**src/rtl/ehp_pkg.sv**
```systemverilog
// Shared types, constants and field helpers for the Ethernet/IPv4/ARP header parser.
package ehp_pkg;

    // Header layout, in bytes from the start of the frame
    localparam int unsigned CapLen = 42;
    localparam int unsigned EthLen = 14;
    localparam int unsigned IpEnd  = 34;
    localparam int unsigned ArpMin = 18;
    localparam int unsigned ArpEnd = 42;

    localparam int unsigned PosWidth = 6;
    localparam int unsigned SumWidth = 20;

    localparam logic [15:0] EtypeIpv4  = 16'h0800;
    localparam logic [15:0] EtypeArp   = 16'h0806;
    localparam logic [15:0] SumAllOnes = 16'hFFFF;

    typedef enum logic [2:0] {
        KIND_ETH       = 3'd0,
        KIND_IPV4      = 3'd1,
        KIND_ARP_IPV4  = 3'd2,
        KIND_ARP_OTHER = 3'd3,
        KIND_UNSUPP    = 3'd4,
        KIND_TRUNC     = 3'd5
    } kind_t;

    // Captured header bytes, entry 0 is the first byte on the wire
    typedef logic [CapLen-1:0][7:0] cap_t;

    // Frame snapshot handed from the capture unit to the record builder
    typedef struct packed {
        logic [PosWidth-1:0] count;
        logic [SumWidth-1:0] sum;
        cap_t                cap;
    } view_t;

    typedef struct packed {
        kind_t       kind;
        logic [47:0] mac_first;
        logic [47:0] mac_second;
        logic [31:0] addr_first;
        logic [31:0] addr_second;
        logic [15:0] type_word;
        logic [15:0] ident_or_opcode;
        logic [7:0]  version_and_length;
        logic [15:0] fragment_word;
        logic        checksum_good;
        logic [15:0] ttl_and_protocol;
        logic        last_record;
    } rec_t;

    typedef struct packed {
        logic two;
        rec_t rec0;
        rec_t rec1;
    } pair_t;

    // Big-endian field extraction from the capture
    function automatic logic [15:0] be16(cap_t c, logic [PosWidth-1:0] start);
        return {c[start], c[start + 6'd1]};
    endfunction

    function automatic logic [31:0] be32(cap_t c, logic [PosWidth-1:0] start);
        return {be16(c, start), be16(c, start + 6'd2)};
    endfunction

    function automatic logic [47:0] be48(cap_t c, logic [PosWidth-1:0] start);
        return {be16(c, start), be32(c, start + 6'd2)};
    endfunction

endpackage

```
**src/rtl/ethernet_ipv4_arp_header_parser.sv**
```systemverilog
// Top level of the Ethernet/IPv4/ARP header parser.
// Throughput: one frame byte per cycle; a byte that ends a frame waits in the input register
//   while the output stage holds two records, or holds one that is stalled.
// The last byte passes the input register, then the first record loads the output register;
//   the second record follows in the cycle after the first is taken.
// Reset: rst_n clears position, header sum and valid flags; captured bytes and payload are not.
module ethernet_ipv4_arp_header_parser (
    input  logic        clk,
    input  logic        rst_n,
    input  logic        frame_valid,
    output logic        frame_stall,
    input  logic [7:0]  frame_byte,
    input  logic        frame_end,
    output logic        record_valid,
    input  logic        record_stall,
    output logic [2:0]  record_kind,
    output logic [47:0] mac_first,
    output logic [47:0] mac_second,
    output logic [31:0] addr_first,
    output logic [31:0] addr_second,
    output logic [15:0] type_word,
    output logic [15:0] ident_or_opcode,
    output logic [7:0]  version_and_length,
    output logic [15:0] fragment_word,
    output logic        checksum_good,
    output logic [15:0] ttl_and_protocol,
    output logic        last_record
);

    logic           in_valid_reg;
    logic [7:0]     byte_reg;
    logic           end_reg;
    logic           take;
    logic           step;
    ehp_pkg::view_t view;
    ehp_pkg::pair_t pair;
    ehp_pkg::rec_t  rec;

    // Hold the input register while a frame end cannot hand off its records
    assign frame_stall = in_valid_reg && end_reg && !take;
    assign step        = in_valid_reg && !frame_stall;

    always_ff @(posedge clk or negedge rst_n)
    begin
        if (!rst_n)
            in_valid_reg <= 1'b0;
        else if (!frame_stall)
            in_valid_reg <= frame_valid;
    end

    always_ff @(posedge clk)
    begin
        if (!frame_stall)
        begin
            byte_reg <= frame_byte;
            end_reg  <= frame_end;
        end
    end

    ehp_capture u_capture (
        .clk        (clk),
        .rst_n      (rst_n),
        .step       (step),
        .frame_byte (byte_reg),
        .frame_end  (end_reg),
        .view       (view)
    );

    ehp_record u_record (
        .view (view),
        .pair (pair)
    );

    ehp_out u_out (
        .clk       (clk),
        .rst_n     (rst_n),
        .load      (step && end_reg),
        .pair      (pair),
        .take      (take),
        .out_valid (record_valid),
        .out_stall (record_stall),
        .out_rec   (rec)
    );

    assign record_kind        = rec.kind;
    assign mac_first          = rec.mac_first;
    assign mac_second         = rec.mac_second;
    assign addr_first         = rec.addr_first;
    assign addr_second        = rec.addr_second;
    assign type_word          = rec.type_word;
    assign ident_or_opcode    = rec.ident_or_opcode;
    assign version_and_length = rec.version_and_length;
    assign fragment_word      = rec.fragment_word;
    assign checksum_good      = rec.checksum_good;
    assign ttl_and_protocol   = rec.ttl_and_protocol;
    assign last_record        = rec.last_record;

endmodule

```
**src/rtl/ehp_capture.sv**
```systemverilog
// Byte capture, position count and running header sum for one frame.
module ehp_capture (
    input  logic              clk,
    input  logic              rst_n,
    input  logic              step,
    input  logic [7:0]        frame_byte,
    input  logic              frame_end,
    output ehp_pkg::view_t    view
);

    logic [ehp_pkg::PosWidth-1:0] pos_reg;
    logic [ehp_pkg::PosWidth-1:0] pos_next;
    logic [ehp_pkg::SumWidth-1:0] sum_reg;
    logic [ehp_pkg::SumWidth-1:0] sum_next;
    logic [7:0]                   hold_reg;
    logic [7:0]                   hold_next;
    ehp_pkg::cap_t                cap_reg;
    ehp_pkg::cap_t                cap_next;
    logic                         in_cap;
    logic                         in_sum;

    assign in_cap = pos_reg < ehp_pkg::PosWidth'(ehp_pkg::CapLen);
    assign in_sum = (pos_reg >= ehp_pkg::PosWidth'(ehp_pkg::EthLen)) &&
                    (pos_reg < ehp_pkg::PosWidth'(ehp_pkg::IpEnd));

    // Write decode: each entry is loaded only at its own position
    always_comb
    begin
        for (int i = 0; i < ehp_pkg::CapLen; i++)
        begin
            if (step && pos_reg == ehp_pkg::PosWidth'(i))
                cap_next[i] = frame_byte;
            else
                cap_next[i] = cap_reg[i];
        end
    end

    // Position and ones'-complement sum, high byte on even offsets
    always_comb
    begin
        pos_next  = pos_reg;
        sum_next  = sum_reg;
        hold_next = hold_reg;
        if (step)
        begin
            if (in_sum)
            begin
                if (!pos_reg[0])
                    hold_next = frame_byte;
                else
                    sum_next = sum_reg + ehp_pkg::SumWidth'({hold_reg, frame_byte});
            end
            if (in_cap)
                pos_next = pos_reg + 6'd1;
        end
    end

    assign view.count = pos_next;
    assign view.sum   = sum_next;
    assign view.cap   = cap_next;

    always_ff @(posedge clk or negedge rst_n)
    begin
        if (!rst_n)
        begin
            pos_reg  <= '0;
            sum_reg  <= '0;
            hold_reg <= '0;
        end
        else
        begin
            hold_reg <= hold_next;
            if (step && frame_end)
            begin
                pos_reg <= '0;
                sum_reg <= '0;
            end
            else
            begin
                pos_reg <= pos_next;
                sum_reg <= sum_next;
            end
        end
    end

    // Header bytes carry no reset
    always_ff @(posedge clk)
    begin
        cap_reg <= cap_next;
    end

endmodule

```
**src/rtl/ehp_record.sv**
```systemverilog
// Builds the Ethernet record and the network-layer record from a frame snapshot.
module ehp_record (
    input  ehp_pkg::view_t view,
    output ehp_pkg::pair_t pair
);

    logic [15:0]   etype;
    logic [15:0]   ptype;
    logic [16:0]   fold1;
    logic [15:0]   fold2;
    ehp_pkg::rec_t eth;
    ehp_pkg::rec_t net;
    ehp_pkg::rec_t trunc;

    assign etype = ehp_pkg::be16(view.cap, 6'd12);
    assign ptype = ehp_pkg::be16(view.cap, 6'd16);

    // Fold the 20-bit sum twice into 16 bits
    assign fold1 = {1'b0, view.sum[15:0]} + 17'(view.sum[19:16]);
    assign fold2 = fold1[15:0] + 16'(fold1[16]);

    always_comb
    begin
        trunc             = '0;
        trunc.kind        = ehp_pkg::KIND_TRUNC;
        trunc.last_record = 1'b1;

        eth            = '0;
        eth.kind       = ehp_pkg::KIND_ETH;
        eth.mac_first  = ehp_pkg::be48(view.cap, 6'd0);
        eth.mac_second = ehp_pkg::be48(view.cap, 6'd6);
        eth.type_word  = etype;

        net             = '0;
        net.last_record = 1'b1;
        if (etype == ehp_pkg::EtypeIpv4)
        begin
            if (view.count < ehp_pkg::PosWidth'(ehp_pkg::IpEnd))
                net = trunc;
            else
            begin
                net.kind               = ehp_pkg::KIND_IPV4;
                net.addr_first         = ehp_pkg::be32(view.cap, 6'd26);
                net.addr_second        = ehp_pkg::be32(view.cap, 6'd30);
                net.type_word          = ehp_pkg::be16(view.cap, 6'd16);
                net.ident_or_opcode    = ehp_pkg::be16(view.cap, 6'd18);
                net.version_and_length = view.cap[14];
                net.fragment_word      = ehp_pkg::be16(view.cap, 6'd20);
                net.checksum_good      = fold2 == ehp_pkg::SumAllOnes;
                net.ttl_and_protocol   = ehp_pkg::be16(view.cap, 6'd22);
            end
        end
        else if (etype == ehp_pkg::EtypeArp)
        begin
            if (view.count < ehp_pkg::PosWidth'(ehp_pkg::ArpMin))
                net = trunc;
            else if (ptype == ehp_pkg::EtypeIpv4)
            begin
                if (view.count < ehp_pkg::PosWidth'(ehp_pkg::ArpEnd))
                    net = trunc;
                else
                begin
                    net.kind            = ehp_pkg::KIND_ARP_IPV4;
                    net.mac_first       = ehp_pkg::be48(view.cap, 6'd22);
                    net.mac_second      = ehp_pkg::be48(view.cap, 6'd32);
                    net.addr_first      = ehp_pkg::be32(view.cap, 6'd28);
                    net.addr_second     = ehp_pkg::be32(view.cap, 6'd38);
                    net.type_word       = ehp_pkg::be16(view.cap, 6'd14);
                    net.ident_or_opcode = ehp_pkg::be16(view.cap, 6'd20);
                end
            end
            else
            begin
                net.kind            = ehp_pkg::KIND_ARP_OTHER;
                net.type_word       = ehp_pkg::be16(view.cap, 6'd14);
                net.ident_or_opcode = ptype;
            end
        end
        else
            net.kind = ehp_pkg::KIND_UNSUPP;

        // Frame too short for Ethernet: a single truncated record
        if (view.count < ehp_pkg::PosWidth'(ehp_pkg::EthLen))
        begin
            pair.two  = 1'b0;
            pair.rec0 = trunc;
            pair.rec1 = trunc;
        end
        else
        begin
            pair.two  = 1'b1;
            pair.rec0 = eth;
            pair.rec1 = net;
        end
    end

endmodule

```
**src/rtl/ehp_out.sv**
```systemverilog
// Two-entry output stage: result register plus a slot for the second record.
module ehp_out (
    input  logic           clk,
    input  logic           rst_n,
    input  logic           load,
    input  ehp_pkg::pair_t pair,
    output logic           take,
    output logic           out_valid,
    input  logic           out_stall,
    output ehp_pkg::rec_t  out_rec
);

    logic          valid_reg;
    logic          slot1_valid_reg;
    ehp_pkg::rec_t slot0_reg;
    ehp_pkg::rec_t slot1_reg;
    logic          pop;

    // Room for a full pair once the second slot is empty and the head is empty or leaves
    assign pop       = valid_reg && !out_stall;
    assign take      = !slot1_valid_reg && (!valid_reg || !out_stall);
    assign out_valid = valid_reg;
    assign out_rec   = slot0_reg;

    always_ff @(posedge clk or negedge rst_n)
    begin
        if (!rst_n)
        begin
            valid_reg       <= 1'b0;
            slot1_valid_reg <= 1'b0;
        end
        else if (load)
        begin
            valid_reg       <= 1'b1;
            slot1_valid_reg <= pair.two;
        end
        else if (pop)
        begin
            valid_reg       <= slot1_valid_reg;
            slot1_valid_reg <= 1'b0;
        end
    end

    always_ff @(posedge clk)
    begin
        if (load)
        begin
            slot0_reg <= pair.rec0;
            slot1_reg <= pair.rec1;
        end
        else if (pop)
            slot0_reg <= slot1_reg;
    end

endmodule

```
**config.mk**
```make
export PLATFORM = sky130hd
export DESIGN_NAME = ethernet_ipv4_arp_header_parser
export DESIGN_NICKNAME = d
export VERILOG_FILES = /design/src/rtl/ehp_pkg.sv /design/src/rtl/ethernet_ipv4_arp_header_parser.sv /design/src/rtl/ehp_capture.sv /design/src/rtl/ehp_record.sv /design/src/rtl/ehp_out.sv
export SDC_FILE = /design/constraint.sdc
export NUM_CORES = 1
export LEC_CHECK = 0
export BUFFER_PORTS_ARGS = -buffer_cell sky130_fd_sc_hd__buf_2
export CORE_UTILIZATION = 26
export DETAILED_ROUTE_END_ITERATION = 8
export MAX_ROUTING_LAYER = met4
export PLACE_DENSITY_LB_ADDON = 0.05
export SLEW_MARGIN = 15
export SYNTH_ARGS = -nofsm -noshare
export SYNTH_HDL_FRONTEND = slang
export SYNTH_SLANG_ARGS = --single-unit
```
**constraint.sdc**
```tcl
create_clock -name clk -period 8.7 [get_ports clk]
set_input_delay 0.435 -clock clk [delete_from_list [all_inputs] [get_ports clk]]
set_output_delay 0.435 -clock clk [all_outputs]
set_load 0.1 [all_outputs]
```
==> results.txt <==
Slowest-stage cell, CP: a221oi_1
endpoints failing setup: 0
Yosys top cell area share: 43.42%
WL final: 102.5 mm
Power Density: 334.0 nW/um^2
Initial DRT Pass Iterations: 5
initial antenna violation count: 6
Worst setup SP type: flop
final cycle utilization of the critical path: 78.80%
CTS buffer count: 101
ys flop type: edfxtp_1
gpl congestion: 0.7647
Reg2Reg Depth: 28
slew margin rel.: 24.76%
kind of critical path: reg2reg
Die ar.: 129,600 um^2
Synth area leaders: edfxtp_1, dfxtp_1, mux2_2
Max Clock Skew: 0.02848 ns
TNS Setup: 0 ns
H-tree Lvls: 3
Tot Pwr: 13.31 mW
synthesized cell area: 33,330 um^2
1st-iter DRT viols: 1,181
CP max FO: 18
Hold Violations, Final: 0
Final #Nets: 2,959
hold_buf cts: 11
RSZ-0062 raised after global routing: no
max-cap violations: 0
reg2reg setup slack: 1.84 ns
Pins Over Slew Limit: 0
P&R area growth vs syn: 19.53%
Worst-Skew Late Latency: 0.69 ns
clk buf depth: 3
most common library cells after synthesis: edfxtp_1, dfxtp_1, nand2_1
Root Driver: clkbuf_16
post-synth top area cell: edfxtp_1
CP max stage delay: 0.62 ns
core area: 127,400 um^2
library cells used by synthesis: 82
reg2reg start: byte_reg[2]
Yosys reg bits: 855
vias: 20,570
reg-to-reg critical path endpoint: u_out.slot1_reg[17]
CTS tree: yes
Antenna Nets Post-Route: 0
detailed-route wire length per cell: 21.96 um
post-layout min period: 6.856 ns
FP Rows: 131
drt drc: 0
CP arrival: 7.37 ns
clk slew on worst S/H paths: 0.06 ns
EDFF count, synth: 482
YS warnings: 0
Mapped Nets: 2,718
fill count: 12,780
HP Class: in2reg
die width: 360.1 um
Hold Path Depth: 3
# Post-CTS Setup Buffers: 0
Sink Count: 855
total gr overflow: 0
CP Capture Point: u_out.slot1_reg[17]
post-DP HPWL: 62.56 mm
post-CTS sizing: 0
Crit. End Element: flop
vias in the first global route: 20,750
global-route wire length before repair: 149.2 mm
largest net degree at the start of global routing: 144
status: complete, no violations
Initial Util: 26.17%
cell with the most instances after synthesis: edfxtp_1
share of post-route cells with drive strength above 1: 21.02%
register area share after synthesis: 66.38%
max FFs per register: 336
Setup crit start: byte_reg[2]
Mapped Cells: 2,677
Peak VDD IR: 0.2008 mV
Util after Layout: 31.29%
Top Ports: 252
Post-synth ARST share: 4.327%
actual slew at the worst max-slew pin: 1.129 ns
Mapped Avg Cell Area: 12.45 um^2
via density per instance: 4.406
gr usage total: 16.06%
Fin Hold WS: 0.07714 ns
maximum clock rate: 145.9 MHz
Critical Path RT: 9.22 ns
Die Span Y: 360.1 um
Port Buffers: 251
Post-Layout Cell Count: 4,669
Placed Cells: 4,466
Lkg Pwr: 16.74 nW
[per-layer routing]
layer,vias to the layer above,wire [um],part of all wire [%],global-route usage [%]
met5,-,0,0,-
met4,0,1860,1.8,4.039
met3,115,3494,3.4,2.165
met2,367,45710,45,24.01
met1,10240,51460,50,22.78
li1,9848,-,-,-
[where the power goes]
part	internal, mW	total (mW)	switching (mW)
logic	0.567	3.71	3.14
clock network	2.53	4.27	1.73
registers	5.10	5.33	0.233
[cell type report]
class	count	area, um^2	share of cell area (%)
clock inverters	33	352.8	0.8855
multi-input cells	1495	9995	25.08
well taps	1662	2079	5.219
clock buffers	158	2988	7.499
flip-flops and latches	855	22130	55.53
diodes	1	2.502	0.006280
inverters	169	641.9	1.611
repair buffers	296	1659	4.164
[placed cells by master, fill, tap and decap left out, drive strengths merged, types with 6 or more instances in the layout]
master and count:
and2 185, o21ai 148, xor2 10, o22ai 66, clkbuf 158, nand3 42
nor4 6, a211oi 7, and3 12, buf 285, nor3 14, xnor2 17
nor3b 6, o2bb2ai 32, nand2 299, nor2b 6, a21oi 44, mux2i 137
o31ai 6, dfrtp 37, mux2 180, nor2 146, edfxtp 482, a21o 11
o21a 18, bufinv 6, nand4 6, dlygate4sd3 11, ha 26, clkinv 24
o211ai 6, inv 170, dfxtp 336, nand2b 10
[critical path: cells and delay by family, from the launching register on]
family / cells / cell delay, ns
compound gates: 11 / 2.77
fa+ha+maj: 3 / 1.10
xor+xnor: 2 / 0.30
buf+inv: 1 / 0.25
simple gates: 11 / 1.91
flops: 1 / 0.36
[through the flow]
step,instance area [um^2],worst slack (ns)
after floorplan,33340,0.5355
after global placement,36390,1.805
after detailed placement,36390,1.916
after CTS,39840,1.853
after global routing,39840,1.246
final,39840,1.844
[worst min path at each step]
stage	from	endpoint	slack, ns
floorplan	rst_n	in_valid_reg	0.14
global placement	u_capture.cap_reg[145]	u_capture.cap_reg[145]	0.43
detailed placement	u_capture.cap_reg[121]	u_capture.cap_reg[121]	0.43
CTS	record_stall	u_out.out_valid	0.03
global route	record_stall	u_out.out_valid	0.09
finish	record_stall	u_out.out_valid	0.08
[logic make-up (layout without fill, tap and decap cells)]
logic type	Yosys count	after routing	share of synthesized area (%)
flip-flops	855	855	66.38
multiplexers	317	317	10.21
AO/OA/AOI/OAI	367	367	6.843
XOR/XNOR	27	27	0.7094
other	0	1	0
adder cells (fa/ha/maj)	28	28	1.096
buffers and inverters	327	656	3.768
AND/OR/NAND/NOR	756	756	11.00
Power figures use the tool's default switching activity.
